**config.mk**
```make
export PLATFORM = sky130hd
export DESIGN_NAME = aml_s5_sleep_type_scanner
export DESIGN_NICKNAME = d
export VERILOG_FILES = /design/src/rtl/s5st_pkg.sv /design/src/rtl/aml_s5_sleep_type_scanner.sv
export SDC_FILE = /design/constraint.sdc
export NUM_CORES = 1
export LEC_CHECK = 0
export ABC_CLOCK_PERIOD_IN_PS = 8600
export BUFFER_PORTS_ARGS = -buffer_cell sky130_fd_sc_hd__buf_2
export CORE_MARGIN = 3
export CORE_UTILIZATION = 64
export DETAILED_ROUTE_END_ITERATION = 8
export GPL_TIMING_DRIVEN = 0
export MAX_ROUTING_LAYER = met4
export PLACE_DENSITY = 0.92
export SLEW_MARGIN = 20
export SYNTH_ARGS = -nofsm -noshare
export SYNTH_HDL_FRONTEND = slang
export SYNTH_SLANG_ARGS = --single-unit
```
**constraint.sdc**
```tcl
create_clock -name clk_i -period 8.6 [get_ports clk_i]
set_clock_uncertainty 0.2 [all_clocks]
set_input_delay 1.29 -clock clk_i [delete_from_list [all_inputs] [get_ports clk_i]]
set_output_delay 1.29 -clock clk_i [all_outputs]
set_load 0.01 [all_outputs]
```
**src/rtl/s5st_pkg.sv**
```systemverilog
// Package for the S5 sleep-type scanner: scan phase encoding, status codes
// and the byte constants of the name and package grammar. No dependencies.

package s5st_pkg;

  localparam int unsigned LenW   = 32;
  localparam int unsigned ByteW  = 8;
  localparam int unsigned AddrW  = 2;
  localparam int unsigned DataW  = 32;

  // Shortest table that is scanned at all, and the margin a match needs
  // before the end of the table.
  localparam logic [LenW-1:0] MinTableLen = 32'd40;
  localparam logic [LenW:0]   StartMargin = 33'd12;

  localparam logic [AddrW-1:0] AddrTableLength = 2'd0;

  // Name sequence 08 '_' 'S' '5' '_'.
  localparam logic [ByteW-1:0] NameByte0 = 8'h08;
  localparam logic [ByteW-1:0] NameByte1 = 8'h5F;
  localparam logic [ByteW-1:0] NameByte2 = 8'h53;
  localparam logic [ByteW-1:0] NameByte3 = 8'h35;
  localparam logic [ByteW-1:0] NameByte4 = 8'h5F;

  localparam logic [ByteW-1:0] OpScope    = 8'h10;
  localparam logic [ByteW-1:0] OpPackage  = 8'h12;
  localparam logic [ByteW-1:0] OpByteData = 8'h0A;
  localparam logic [ByteW-1:0] OpZero     = 8'h00;

  typedef enum logic [1:0] {
    StNotFound = 2'd0,
    StFound    = 2'd1,
    StBadElem  = 2'd2,
    StTruncated = 2'd3
  } scan_status_e;

  typedef enum logic [13:0] {
    PhSeek   = 14'b00000000000001,
    PhName1  = 14'b00000000000010,
    PhName2  = 14'b00000000000100,
    PhName3  = 14'b00000000001000,
    PhName4  = 14'b00000000010000,
    PhAfter  = 14'b00000000100000,
    PhScoped = 14'b00000001000000,
    PhLead   = 14'b00000010000000,
    PhSkip   = 14'b00000100000000,
    PhAOp    = 14'b00001000000000,
    PhAVal   = 14'b00010000000000,
    PhBOp    = 14'b00100000000000,
    PhBVal   = 14'b01000000000000,
    PhDone   = 14'b10000000000000
  } scan_phase_e;

endpackage

```
**src/rtl/aml_s5_sleep_type_scanner.sv**
```systemverilog
// S5 sleep-type scanner: top level, the whole byte-serial parser.
// Depends on s5st_pkg.

// The block takes the body of a system description table one byte per word
// on the input channel and looks for the '_S5_' name object, then its
// package, and returns the two sleep-type values with a status. Exactly one
// result word is given per table: as soon as the scan concludes, or at the
// table's last byte; later bytes are swallowed without a result. Before a
// table is streamed, table_length must be written at address 0 of the
// configuration port; that write also restarts the scan, as reset does.
// Reset leaves a length of one. Tables shorter than 40 bytes report
// "not found" at their last byte. Throughput is one byte per clock cycle
// while the input is not stalled: each byte passes through a single step of
// the phase logic, and the result is registered: it appears in the output
// register in the cycle after the byte that caused it.
// The input stalls only while a result word waits and the output is stalled.

module aml_s5_sleep_type_scanner (
  input  logic                            clk_i,
  input  logic                            rst_ni,
  // Configuration port.
  input  logic                            psel,
  input  logic                            penable,
  input  logic                            pwrite,
  input  logic [s5st_pkg::AddrW-1:0]      paddr,
  input  logic [s5st_pkg::DataW-1:0]      pwdata,
  output logic [s5st_pkg::DataW-1:0]      prdata,
  output logic                            pready,
  // Input byte channel.
  input  logic                            in_valid_i,
  output logic                            in_stall_o,
  input  logic [s5st_pkg::ByteW-1:0]      data_byte_i,
  // Result channel.
  output logic                            out_valid_o,
  input  logic                            out_stall_i,
  output logic [s5st_pkg::ByteW-1:0]      sleep_type_a_o,
  output logic [s5st_pkg::ByteW-1:0]      sleep_type_b_o,
  output logic [1:0]                      scan_status_o
);

  logic [s5st_pkg::LenW-1:0]  table_length_q;
  logic [s5st_pkg::LenW-1:0]  byte_pos_q, byte_pos_d;
  s5st_pkg::scan_phase_e      phase_q, phase_d;
  logic [1:0]                 len_left_q, len_left_d;
  logic [s5st_pkg::ByteW-1:0] held_a_q, held_a_d;

  logic                       out_valid_q;
  logic [s5st_pkg::ByteW-1:0] res_a_q, res_b_q;
  s5st_pkg::scan_status_e     res_status_q;

  logic                       cfg_write;
  logic                       in_accept;
  logic                       last_byte;
  logic [s5st_pkg::LenW-1:0]  last_pos;
  logic                       start_ok;
  logic [s5st_pkg::ByteW-1:0] b;
  logic                       emit;
  logic [s5st_pkg::ByteW-1:0] emit_a, emit_b;
  s5st_pkg::scan_status_e     emit_status;

  assign pready    = 1'b1;
  assign cfg_write = psel && penable && pwrite && (paddr == s5st_pkg::AddrTableLength);
  assign prdata    = (paddr == s5st_pkg::AddrTableLength) ? table_length_q
                                                          : '0;

  assign in_stall_o = out_valid_q && out_stall_i;
  assign in_accept  = in_valid_i && !in_stall_o;
  assign b          = data_byte_i;

  // A length of zero behaves as one, so its first byte is the last.
  assign last_pos  = (table_length_q == '0) ? '0 : table_length_q - 1'b1;
  assign last_byte = (byte_pos_q == last_pos);

  // A name match may begin only with room to spare before the table's end.
  assign start_ok = (b == s5st_pkg::NameByte0)
                 && (table_length_q >= s5st_pkg::MinTableLen)
                 && (({1'b0, byte_pos_q} + s5st_pkg::StartMargin) < {1'b0, table_length_q});

  always_comb begin
    phase_d     = phase_q;
    len_left_d  = len_left_q;
    held_a_d    = held_a_q;
    byte_pos_d  = byte_pos_q + 1'b1;
    emit        = 1'b0;
    emit_a      = '0;
    emit_b      = '0;
    emit_status = s5st_pkg::StNotFound;

    if (phase_q == s5st_pkg::PhDone) begin
      byte_pos_d = byte_pos_q;
    end else if (last_byte && phase_q == s5st_pkg::PhAOp) begin
      // The table ends where the first element should start.
      phase_d     = s5st_pkg::PhDone;
      emit        = 1'b1;
      emit_status = s5st_pkg::StTruncated;
    end else if (last_byte && phase_q == s5st_pkg::PhBOp) begin
      phase_d     = s5st_pkg::PhDone;
      emit        = 1'b1;
      emit_a      = held_a_q;
      emit_status = s5st_pkg::StTruncated;
    end else begin
      unique case (phase_q)
        s5st_pkg::PhSeek, s5st_pkg::PhName1, s5st_pkg::PhName2,
        s5st_pkg::PhName3, s5st_pkg::PhName4: begin
          if (phase_q == s5st_pkg::PhName1 && b == s5st_pkg::NameByte1) begin
            phase_d = s5st_pkg::PhName2;
          end else if (phase_q == s5st_pkg::PhName2 && b == s5st_pkg::NameByte2) begin
            phase_d = s5st_pkg::PhName3;
          end else if (phase_q == s5st_pkg::PhName3 && b == s5st_pkg::NameByte3) begin
            phase_d = s5st_pkg::PhName4;
          end else if (phase_q == s5st_pkg::PhName4 && b == s5st_pkg::NameByte4) begin
            phase_d = s5st_pkg::PhAfter;
          end else if (start_ok) begin
            phase_d  = s5st_pkg::PhName1;
            held_a_d = '0;
          end else begin
            phase_d = s5st_pkg::PhSeek;
          end
        end
        s5st_pkg::PhAfter, s5st_pkg::PhScoped: begin
          if (phase_q == s5st_pkg::PhAfter && b == s5st_pkg::OpScope) begin
            phase_d = s5st_pkg::PhScoped;
          end else if (b == s5st_pkg::OpPackage) begin
            phase_d = s5st_pkg::PhLead;
          end else if (start_ok) begin
            phase_d  = s5st_pkg::PhName1;
            held_a_d = '0;
          end else begin
            phase_d = s5st_pkg::PhSeek;
          end
        end
        s5st_pkg::PhLead: begin
          // Bits 7:6 of the lead byte count the extra package-length bytes.
          len_left_d = b[7:6];
          phase_d    = s5st_pkg::PhSkip;
        end
        s5st_pkg::PhSkip: begin
          if (len_left_q != '0) begin
            len_left_d = len_left_q - 1'b1;
          end else begin
            phase_d = s5st_pkg::PhAOp;
          end
        end
        s5st_pkg::PhAOp: begin
          if (b == s5st_pkg::OpByteData) begin
            phase_d = s5st_pkg::PhAVal;
          end else if (b == s5st_pkg::OpZero) begin
            held_a_d = '0;
            phase_d  = s5st_pkg::PhBOp;
          end else begin
            phase_d     = s5st_pkg::PhDone;
            emit        = 1'b1;
            emit_status = s5st_pkg::StBadElem;
          end
        end
        s5st_pkg::PhAVal: begin
          held_a_d = b;
          phase_d  = s5st_pkg::PhBOp;
        end
        s5st_pkg::PhBOp: begin
          if (b == s5st_pkg::OpByteData) begin
            phase_d = s5st_pkg::PhBVal;
          end else begin
            phase_d     = s5st_pkg::PhDone;
            emit        = 1'b1;
            emit_a      = held_a_q;
            emit_status = s5st_pkg::StFound;
          end
        end
        s5st_pkg::PhBVal: begin
          phase_d     = s5st_pkg::PhDone;
          emit        = 1'b1;
          emit_a      = held_a_q;
          emit_b      = b;
          emit_status = s5st_pkg::StFound;
        end
        default: begin
          phase_d = s5st_pkg::PhSeek;
        end
      endcase

      // At the table's last byte the scan concludes whatever happened above.
      if (last_byte && !emit) begin
        emit = 1'b1;
        if (phase_d == s5st_pkg::PhAfter || phase_d == s5st_pkg::PhScoped
            || phase_d == s5st_pkg::PhLead || phase_d == s5st_pkg::PhSkip
            || phase_d == s5st_pkg::PhAOp || phase_d == s5st_pkg::PhAVal
            || phase_d == s5st_pkg::PhBOp || phase_d == s5st_pkg::PhBVal) begin
          emit_a      = held_a_d;
          emit_status = s5st_pkg::StTruncated;
        end
        phase_d = s5st_pkg::PhDone;
      end
    end
  end

  // Scan state. A length write restarts the scan.
  always_ff @(posedge clk_i or negedge rst_ni) begin
    if (!rst_ni) begin
      table_length_q <= 32'd1;
      byte_pos_q     <= '0;
      phase_q        <= s5st_pkg::PhSeek;
      len_left_q     <= '0;
      held_a_q       <= '0;
    end else if (cfg_write) begin
      table_length_q <= pwdata;
      byte_pos_q     <= '0;
      phase_q        <= s5st_pkg::PhSeek;
      len_left_q     <= '0;
      held_a_q       <= '0;
    end else if (in_accept) begin
      byte_pos_q <= byte_pos_d;
      phase_q    <= phase_d;
      len_left_q <= len_left_d;
      held_a_q   <= held_a_d;
    end
  end

  // Result register: loaded when a byte concludes the scan, held while stalled.
  always_ff @(posedge clk_i or negedge rst_ni) begin
    if (!rst_ni) begin
      out_valid_q <= 1'b0;
    end else if (in_accept && emit) begin
      out_valid_q <= 1'b1;
    end else if (!out_stall_i) begin
      out_valid_q <= 1'b0;
    end
  end

  always_ff @(posedge clk_i) begin
    if (in_accept && emit) begin
      res_a_q      <= emit_a;
      res_b_q      <= emit_b;
      res_status_q <= emit_status;
    end
  end

  assign out_valid_o    = out_valid_q;
  assign sleep_type_a_o = res_a_q;
  assign sleep_type_b_o = res_b_q;
  assign scan_status_o  = res_status_q;

endmodule

```
==> flow_metrics.env, run 1 <==
export IMPL_gp_congestion=1.02
export IMPL_hold_buffers=0
export IMPL_rsz0062_at_grt="no"
export IMPL_r2r_end="held_a_q[5]"
export IMPL_setup_viol_count_final=0
export IMPL_async_flop_share=0.832
export IMPL_ys_seq_area_frac=0.344
export IMPL_dieArea_sq_um=14000
export IMPL_clockBufferDepth=2
export IMPL_cp_cell_sequence="clkbuf_1 -> inv_1 -> ha_1 -> nor4_2 -> nand3_1 -> xnor2_1 -> ha_1 -> a21o_1 -> a21o_1 -> a21oi_1 -> o2111ai_1 -> a211oi_1 -> o21ai_0 -> a211oi_1 -> o2bb2ai_1 -> a22o_1"
export IMPL_cts_root_buf="clkbuf_16"
export IMPL_synthTopCellsByArea="dfrtp_1, xnor2_1, edfxtp_1, ha_1, nand2_1"
export IMPL_grt_util_all_layers=0.375
export IMPL_setup_tns_ps=0
export IMPL_core_rowCount=40
export IMPL_drive_above_1_share=0.137
export IMPL_power_density_nw_per_um2=184
export IMPL_synth_cell_types=73
export IMPL_io_pins=102
export IMPL_max_slew_margin=0.329
export IMPL_htreeDepth=3
export IMPL_core_area_sq_um=12200
export IMPL_postCtsSetupBuffers=0
export IMPL_grt_first_pass_wirelength_microns=40300
export IMPL_required_ps=8670
export IMPL_crit_arrival_ps=5650
export IMPL_routedWlPerCell_microns=20.6
export IMPL_clock_latency_ps=380
export IMPL_dp_hpwl_microns=19300
export IMPL_netlist_area_sq_um=8060
export IMPL_drc=0
export IMPL_dp_cells=1228
export IMPL_vias=7996
export IMPL_antennaDiodeCount=0
export IMPL_stdcell_count=1244
export IMPL_ys_ff_latch=107
export IMPL_reg2reg_from="byte_pos_q[2]"
export IMPL_endpoint_kind="register"
export IMPL_hold_viol_final=0
export IMPL_final_net_count=1157
export IMPL_die_w_microns=118
export IMPL_yosysTopAreaCell="dfrtp_1"
export IMPL_synth_ff_type="dfrtp_1"
export IMPL_ant_nets=0
export IMPL_cts_clk_slew_worst_paths_ps=80
export IMPL_initial_core_util=0.663
export IMPL_hp_class="reg -> reg"
export IMPL_syn_nets=1049
export IMPL_critPathMaxStageDelay_ps=850
export IMPL_yosysTopAreaCellShare=0.270
export IMPL_cts_sinks=107
export IMPL_setup_worst_path_end="held_a_q[5]"
export IMPL_first_pass_iters=6
export IMPL_worstSetupPathType="reg -> reg"
export IMPL_finalCritPeriodShare=0.649
export IMPL_grt_start_max_net_pins=53
export IMPL_portBuffers=96
export IMPL_critical_path_startpoint="byte_pos_q[2]"
export IMPL_synthToLayoutAreaGrowth_pct=12.7
export IMPL_syn_area_per_cell_sq_um=8.37
export IMPL_drt_iter0_drc=1046
export IMPL_vias_per_cell=6.43
export IMPL_wl_microns=25600
export IMPL_grt_overflow_total=0
export IMPL_p_leak_nw=3.99
export IMPL_min_period_ps=5580
export IMPL_status="complete, no violations"
export IMPL_cpMaxStageDelayCell="nor4_2"
export IMPL_fp_dieH_microns=118
export IMPL_max_slew_worst_pin_slew_ps=999
export IMPL_rrSetupSlack_ps=3020
export IMPL_drv_slew=0
export IMPL_grt_pass1_vias=7690
export IMPL_synth_edff_count=18
export IMPL_maxCapViolations=0
export IMPL_antenna_found_initial=0
export IMPL_start_kind="register"
export IMPL_ctsResizeCount=0
export IMPL_reg2regPathDepth=16
export IMPL_synthCells=963
export IMPL_fmax_ghz=0.179
export IMPL_yosysWarnings=0
export IMPL_cts_buffers=9
export IMPL_cts_tree="yes"
export IMPL_cp_max_fo=10
export IMPL_peakVddDrop_v=0.000160
[cells by family after synthesis]
family | share of synthesized area
buffers and inverters | 0.0554
adder cells (fa/ha/maj) | 0.0575
AND/OR/NAND/NOR | 0.278
other | 0.000465
AO/OA/AOI/OAI | 0.161
XOR/XNOR | 0.100
flip-flops | 0.344
multiplexers | 0.00404
[cell usage after synthesis, drive strengths merged, types with 9 or more instances]
library cell and n:
nand2 99, dfrtp 87, nor2 81, nor3 69, xnor2 67, o21ai 59
inv 52, clkbuf 50, ha 37, nand3 33, nand4 33, nor4 29
a21oi 28, xor2 25, a21o 19, edfxtp 18, a22o 15, buf 13
a211oi 10, and2 10, and3 9
[flip-flops by register name, summed over array words and instances (netlist names)]
register and count:
scan_status_o 2, held_a_q 8, byte_pos_q 32, sleep_type_b_o 8, out_valid_o 1, sleep_type_a_o 8
phase_q 14, len_left_q 2, table_length_q 32
[metal layers]
layer,track usage,vias up,wire (microns)
met4,0.161,0,1130
met2,0.588,470,11900
met1,0.478,3759,10400
met5,-,-,0
met3,0.0727,101,2150
li1,-,3666,-
[power by group]
| group | switching, mW | internal, mW | leakage, nW |
|---|---|---|---|
| registers | 0.0885 | 0.572 | 1.32 |
| logic | 0.362 | 0.226 | 2.53 |
| clock network | 0.221 | 0.204 | 0.138 |
[how the worst min path moves through the flow]
stage | startpoint | to | slack, ps | depth (start not counted)
6_report | held_a_q[4] | held_a_q[4] | 300 | 1
5_1_grt | held_a_q[2] | held_a_q[2] | 330 | 1
4_1_cts | held_a_q[4] | held_a_q[4] | 300 | 1
3_5_place_dp | held_a_q[4] | held_a_q[4] | 290 | 1
3_3_place_gp | held_a_q[4] | held_a_q[4] | 280 | 1
2_1_floorplan | held_a_q[0] | held_a_q[0] | 260 | 1
[stage by stage]
stage / hold slack (ps) / total power [mW] / utilization / setup WS (ps) / instance area (sq um)
CTS: 303 / 1.65 / 0.747 / 3180 / 9080
global route: 326 / 1.75 / 0.747 / 2810 / 9080
global placement: 279 / 1.21 / 0.719 / 2830 / 8750
detailed placement: 286 / 1.23 / 0.723 / 3240 / 8790
finish: 304 / 1.67 / 0.747 / 3020 / 9080
floorplan: 264 / 1.05 / - / 4420 / 8060
[cell usage in the layout, fill, tap and decap left out, drive strengths merged, types with 3 or more instances in the layout]
cell,Yosys,final
a21oi,28,28
inv,52,56
a21boi,8,8
edfxtp,18,18
nand2,99,99
nor4,29,29
buf,13,110
o21ai,59,59
and2,10,10
a211oi,10,10
a22o,15,15
ha,37,37
and4,4,4
a21bo,8,8
nor3b,4,4
o211ai,4,4
nand3b,3,3
dfrtp,87,87
nand4,33,33
nand3,33,33
or3,8,8
nor2,81,81
a21o,19,19
clkbuf,50,59
a2111oi,3,3
nor4b,3,3
a32o,6,6
nand2b,7,7
xor2,25,25
o21a,4,4
o31ai,4,4
and3,9,9
nand4b,4,4
xnor2,67,67
nor3,69,69
o32ai,3,3
nor2b,5,5
or4,7,7
or2,3,3
a211o,4,4
[critical path, delay by kind of cell (launching register included)]
| kind | cells | cell delay [ps] |
|---|---|---|
| buf+inv | 2 | 630 |
| simple gates | 2 | 1040 |
| xor+xnor | 1 | 170 |
| compound gates | 9 | 2320 |
| flops | 1 | 360 |
| fa+ha+maj | 2 | 720 |
[area by class of cell]
class                           count  area (sq um)
Buffer                             63           251
Clock buffer                        9           225
Clock inverter                      7          66.3
Fill cell                         943          3080
Inverter                           52           195
Multi-Input combinational cell    741          4850
Sequential cell                   107          2770
Tap cell                          168           210
Timing Repair Buffer               97           514
Power figures use the tool's default switching activity.
==> inputs of run 2 (changes only) <==
- ABC_CLOCK_PERIOD_IN_PS: 8600 -> 5650
- CORE_UTILIZATION: 64 -> 59
- PLACE_DENSITY: 0.92 -> 0.86
- clock period: 8.6 -> 5.65 ns (I/O delays scaled with it)
==> run 2 against run 1 <==
Compared with the run above: hold slack worse by 130 ps; core utilization fell by 6.1 points; worst setup slack got worse by 2700 ps; highest routed layer unchanged; critical endpoint is now held_a_q[0]; critical path type unchanged; combinational power rose by 50%; routed wire length is 5.2% lower; clock power rose by 58%; largest cell class unchanged; largest power group unchanged.
==> flow_metrics.env, run 2 (synthesis gave the netlist of run 1 again) <==
export IMPL_status="complete, no violations"
export IMPL_dieArea_sq_um=15100
export IMPL_drt_iter0_drc=894
export IMPL_maxCapViolations=0
export IMPL_antenna_found_initial=0
export IMPL_final_common_cell="nand2_1"
export IMPL_cp_depth=16
export IMPL_seqPwrFrac=0.391
export IMPL_hp_class="in -> async"
export IMPL_worstSetupPathType="reg -> reg"
export IMPL_required_ps=5700
export IMPL_power_switching_uw=988
export IMPL_reg2reg_from="byte_pos_q[2]"
export IMPL_postCtsSetupBuffers=0
export IMPL_grt_first_pass_wirelength_microns=38600
export IMPL_clockBufferDepth=2
export IMPL_reg_top3="byte_pos_q: 32 flops, table_length_q: 32 flops, phase_q: 14 flops"
export IMPL_initial_core_util=0.606
export IMPL_route_layer_met1_wl_microns=10100
export IMPL_cts_clk_slew_worst_paths_ps=80
export IMPL_p_leak_nw=4.00
export IMPL_clock_latency_ps=370
export IMPL_first_pass_iters=7
export IMPL_critPathTopFamily="compound AO/OA/AOI/OAI gates"
export IMPL_cp_cell_sequence="clkbuf_1 -> inv_1 -> ha_1 -> nor4_2 -> nand3_1 -> xnor2_1 -> ha_1 -> a21o_1 -> a21o_1 -> a21oi_1 -> o2111ai_1 -> a211oi_1 -> o21ai_0 -> a211oi_1 -> o2bb2ai_1 -> a22o_1"
export IMPL_rsz0062_at_grt="no"
export IMPL_multi_input_area_sq_um=4850
export IMPL_power_frac_clock=0.263
export IMPL_drc=0
export IMPL_crit_arrival_ps=5360
export IMPL_r2r_end="held_a_q[0]"
export IMPL_min_period_ps=5310
export IMPL_routedWlPerCell_microns=19.4
export IMPL_io_pins=102
export IMPL_cts_sinks=107
export IMPL_max_slew_worst_pin_slew_ps=931
export IMPL_vias_per_cell=6.32
export IMPL_drv_slew=0
export IMPL_fillers=1077
export IMPL_core_rowCount=42
export IMPL_cts_buffers=9
export IMPL_drive_above_1_share=0.136
export IMPL_power_density_nw_per_um2=281
export IMPL_dp_hpwl_microns=18400
export IMPL_switching_share=0.386
export IMPL_gp_congestion=1.04
export IMPL_fp_dieH_microns=123
export IMPL_rrSetupSlack_ps=340
export IMPL_core_area_sq_um=13300
export IMPL_grt_overflow_total=0
export IMPL_placed_cell_area_sq_um=8790
export IMPL_cpMaxStageDelayCell="nor4_2"
export IMPL_grt_pass1_vias=7505
export IMPL_setup_viol_count_final=0
export IMPL_start_kind="register"
export IMPL_max_slew_margin=0.375
export IMPL_grt_start_max_net_pins=50
export IMPL_critPathBufInv=2
export IMPL_cts_root_buf="clkbuf_16"
export IMPL_combPwrFrac=0.345
export IMPL_die_w_microns=123
export IMPL_wl_met3_microns=1870
export IMPL_internal_power_mw=1.57
export IMPL_routed_top_layer="met4"
export IMPL_fmax_ghz=0.188
export IMPL_critPathMaxStageDelay_ps=730
export IMPL_setup_tns_ps=0
export IMPL_htreeDepth=3
export IMPL_vias=7913
export IMPL_wl_microns=24300
export IMPL_portBuffers=96
export IMPL_hold_viol_final=0
export IMPL_ant_nets=0
export IMPL_postLayoutCellArea_sq_um=9110
export IMPL_endpoint_kind="register"
export IMPL_cts_tree="yes"
export IMPL_final_cell_mix="nand2_1, buf_2, dfrtp_1, nor2_1, nor3_1"
export IMPL_cp_max_fo=10
export IMPL_peakVddDrop_v=0.000207
export IMPL_antennaDiodeCount=0
export IMPL_final_net_count=1157
export IMPL_grt_util_all_layers=0.340
export IMPL_finalCritPeriodShare=0.940
export IMPL_wl_met2_microns=11100
export IMPL_reg2regPathDepth=16
export IMPL_regArea_sq_um=2770
export IMPL_synthToLayoutAreaGrowth_pct=13.0
-- run 2: changes by cell type in the layout (fill, tap and decap cells not counted), sizes merged --
cell / delta
bufinv: +1
clkinvlp: -2
clkbuf: +1
-- run 2: layout make-up --
class                      instances  share of cell area
inverter                          52              0.0214
timing repair buffer              97              0.0565
multi-input combinational        741               0.532
clock buffer                      10              0.0251
sequential                       107               0.304
tap                              176              0.0242
buffer                            63              0.0276
clock inverter                     6             0.00893
-- run 2: metal layers --
metal,vias up,GRT usage
met2,417,0.523
met5,-,-
li1,3671,-
met1,3737,0.433
met3,88,0.0544
met4,0,0.178
-- run 2: worst max-delay path by stage --
stage / slack (ps) / endpoint / start
3_5_place_dp: 310 / held_a_q[0] / byte_pos_q[2]
2_1_floorplan: 1470 / held_a_q[1] / byte_pos_q[16]
4_1_cts: 240 / held_a_q[0] / byte_pos_q[2]
5_1_grt: 30 / held_a_q[0] / byte_pos_q[16]
3_3_place_gp: 270 / held_a_q[0] / byte_pos_q[2]
6_report: 340 / held_a_q[0] / byte_pos_q[2]
-- run 2: timing repair --
action | CTS | global route
resized for setup | 0 | 1
setup endpoints to repair | 0 | 8
hold buffers | 0 | 0
-- run 2: per-stage QoR --
stage          worst slack, ps  instances  hold slack (ps)  utilization  power [mW]
2_1_floorplan             1470        963              264            -        1.60
3_3_place_gp               268       1235              278        0.659        1.83
3_5_place_dp               312       1236              288        0.661        1.86
4_1_cts                    241       1252              197        0.685        2.54
5_1_grt                   31.1       1252              202        0.685        2.70
6_report                   341       1252              178        0.685        2.56
-- run 2: power by group through the flow --
stage               clock network (mW)  logic [mW]  registers [mW]
finish                           0.674       0.883            1.00
global route                     0.708       0.977            1.01
CTS                              0.679       0.865           0.997
detailed placement                   0       0.852            1.01
global placement                     0       0.824            1.01
floorplan                            0       0.618           0.977
==> inputs of run 3 (changes only) <==
- ABC_CLOCK_PERIOD_IN_PS: 5650 -> 4700
- CORE_UTILIZATION: 59 -> 54
- PLACE_DENSITY: 0.86 -> 0.83
- clock period: 5.65 -> 4.7 ns (I/O delays scaled with it)
==> run 3 against run 2 <==
Compared with the run above: register-to-register slack got worse by 230 ps; hold slack got worse by 140 ps; fmax increased by 16%; non-clock buffer count increased by 5; count of clock-buffer cells in the layout down 1; global-route usage fell by 2.6 points; sequential power grew 25%; worst setup slack worse by 230 ps; die area rose by 8.8%; first-iteration DRC count is 1.1% lower; critical endpoint is now sleep_type_a_o[3]; highest routed layer unchanged.
==> flow_metrics.env, run 3 (synthesis gave the netlist of run 1 again) <==
export IMPL_status="complete, no violations"
export IMPL_seqPwrFrac=0.409
export IMPL_antennaDiodeCount=0
export IMPL_max_slew_worst_pin_slew_ps=942
export IMPL_dp_cells=1244
export IMPL_stdcell_count=1265
export IMPL_clockBufferDepth=2
export IMPL_route_layer_met1_wl_microns=10800
export IMPL_reg_top3="byte_pos_q: 32 flops, table_length_q: 32 flops, phase_q: 14 flops"
export IMPL_max_slew_margin=0.367
export IMPL_critPathMaxStageDelay_ps=470
export IMPL_htreeDepth=3
export IMPL_ant_nets=0
export IMPL_drv_slew=0
export IMPL_dp_hpwl_microns=18700
export IMPL_core_area_sq_um=14600
export IMPL_fmax_ghz=0.218
export IMPL_reg2regPathDepth=15
export IMPL_clock_latency_ps=360
export IMPL_hold_viol_final=0
export IMPL_grt_util_all_layers=0.314
export IMPL_endpoint_kind="register"
export IMPL_core_rowCount=44
export IMPL_cts_tree="yes"
export IMPL_antenna_found_initial=0
export IMPL_wl_met3_microns=1800
export IMPL_setup_viol_count_final=0
export IMPL_dieArea_sq_um=16400
export IMPL_drc=0
export IMPL_synthToLayoutAreaGrowth_pct=15.9
export IMPL_start_kind="register"
export IMPL_placed_cell_area_sq_um=8810
export IMPL_grt_pass1_vias=7414
export IMPL_peakVddDrop_v=0.000202
export IMPL_wl_microns=25000
export IMPL_maxCapViolations=0
export IMPL_first_pass_iters=7
export IMPL_rrSetupSlack_ps=110
export IMPL_internal_power_mw=1.83
export IMPL_io_pins=102
export IMPL_power_frac_clock=0.250
export IMPL_die_w_microns=128
export IMPL_drive_above_1_share=0.171
export IMPL_final_cell_mix="buf_2, nand2_1, dfrtp_1, nor2_1, xnor2_1"
export IMPL_drt_iter0_drc=884
export IMPL_cp_max_fo=16
export IMPL_p_leak_nw=4.11
export IMPL_cts_clk_slew_worst_paths_ps=80
export IMPL_gp_congestion=0.979
export IMPL_power_switching_mw=1.22
export IMPL_routedWlPerCell_microns=19.7
export IMPL_min_period_ps=4590
export IMPL_dp_slack_ps=-381
export IMPL_cp_cell_sequence="inv_2 -> ha_1 -> nor3b_4 -> nand4_1 -> buf_4 -> buf_4 -> or4_1 -> and3_1 -> a221o_1 -> nor4_2 -> nand4_1 -> nor2_4 -> o21ai_1 -> clkinvlp_4 -> buf_12"
export IMPL_multi_input_area_sq_um=4990
export IMPL_worstSetupPathType="reg -> reg"
export IMPL_crit_arrival_ps=4460
export IMPL_switching_share=0.400
export IMPL_power_mw=3.05
export IMPL_routed_top_layer="met4"
export IMPL_fp_dieH_microns=128
export IMPL_grt_first_pass_wirelength_microns=39600
export IMPL_grt_overflow_total=0
export IMPL_required_ps=4580
export IMPL_final_net_count=1162
export IMPL_portBuffers=96
export IMPL_cpMaxStageDelayCell="dfrtp_1"
export IMPL_fin_ws_ps=115
export IMPL_combPwrFrac=0.342
export IMPL_cts_sinks=107
export IMPL_postLayoutCellArea_sq_um=9340
export IMPL_vias_per_cell=6.23
export IMPL_hp_class="in -> async"
export IMPL_reg2reg_from="table_length_q[1]"
export IMPL_finalCritPeriodShare=0.976
export IMPL_r2r_end="sleep_type_a_o[3]"
export IMPL_regArea_sq_um=2780
export IMPL_wl_met2_microns=11400
export IMPL_fillers=1254
export IMPL_cts_buffers=9
export IMPL_grt_start_max_net_pins=51
export IMPL_power_density_nw_per_um2=327
export IMPL_initial_core_util=0.552
export IMPL_cts_root_buf="clkbuf_16"
export IMPL_hold_buffers=0
export IMPL_vias=7875
## run 3: changes by cell type in the layout (fill, tap and decap cells not counted), moves of 3 or more
cell,previous run,this run
dfrtp_1,87,83
nor4_2,1,4
buf_4,3,18
dfrtp_2,0,4
clkbuf_1,51,39
nor4_1,22,17
## run 3: layer usage
layer | global-route usage | vias to the layer above
li1 | - | 3675
met1 | 0.418 | 3776
met2 | 0.488 | 354
met3 | 0.0392 | 70
met4 | 0.128 | 0
met5 | - | -
## run 3: timing repair
action	4_1_cts	5_1_grt
resized for setup	18	15
pin swaps	2	6
buffers inserted	4	12
setup endpoints to repair	44	45
## run 3: cell type report
type	count	area share
Multi-Input combinational cell	741	0.535
Inverter	52	0.0213
Tap cell	184	0.0247
Clock inverter	7	0.00616
Sequential cell	107	0.297
Timing Repair Buffer	113	0.0693
Buffer	52	0.0226
Clock buffer	9	0.0241
## run 3: worst max-delay path: cells and delay by family, from the launching register on
family | cells | cell delay (ps)
simple gates | 7 | 2100
buf+inv | 5 | 830
flops | 1 | 470
compound gates | 2 | 460
fa+ha+maj | 1 | 230
## run 3: stage by stage
| stage | setup TNS, ps | hold WS, ps | util |
|---|---|---|---|
| after CTS | 0 | 57.9 | 0.631 |
| after global routing | -5.43 | 68.8 | 0.640 |
| final | 0 | 36.8 | 0.640 |
| after floorplan | 0 | 209 | - |
| after detailed placement | -9760 | 288 | 0.604 |
| after global placement | -13700 | 278 | 0.601 |
## run 3: worst max-delay path by stage
stage                           start                 to  slack [ps]  cells after the start
floorplan              byte_pos_q[16]        held_a_q[1]         520                     18
global placement        byte_pos_q[2]        held_a_q[7]        -780                     16
detailed placement      byte_pos_q[5]        held_a_q[7]        -380                     17
CTS                 table_length_q[1]  sleep_type_a_o[3]           2                     13
global route        table_length_q[1]  sleep_type_a_o[4]          -2                     14
finish              table_length_q[1]  sleep_type_a_o[3]         110                     15
## run 3: power by group through the flow
stage	Combinational (mW)	Clock (mW)	Sequential [mW]
floorplan	0.743	0	1.17
global placement	0.993	0	1.21
detailed placement	1.03	0	1.21
CTS	1.03	0.771	1.22
global route	1.15	0.798	1.26
finish	1.04	0.763	1.25
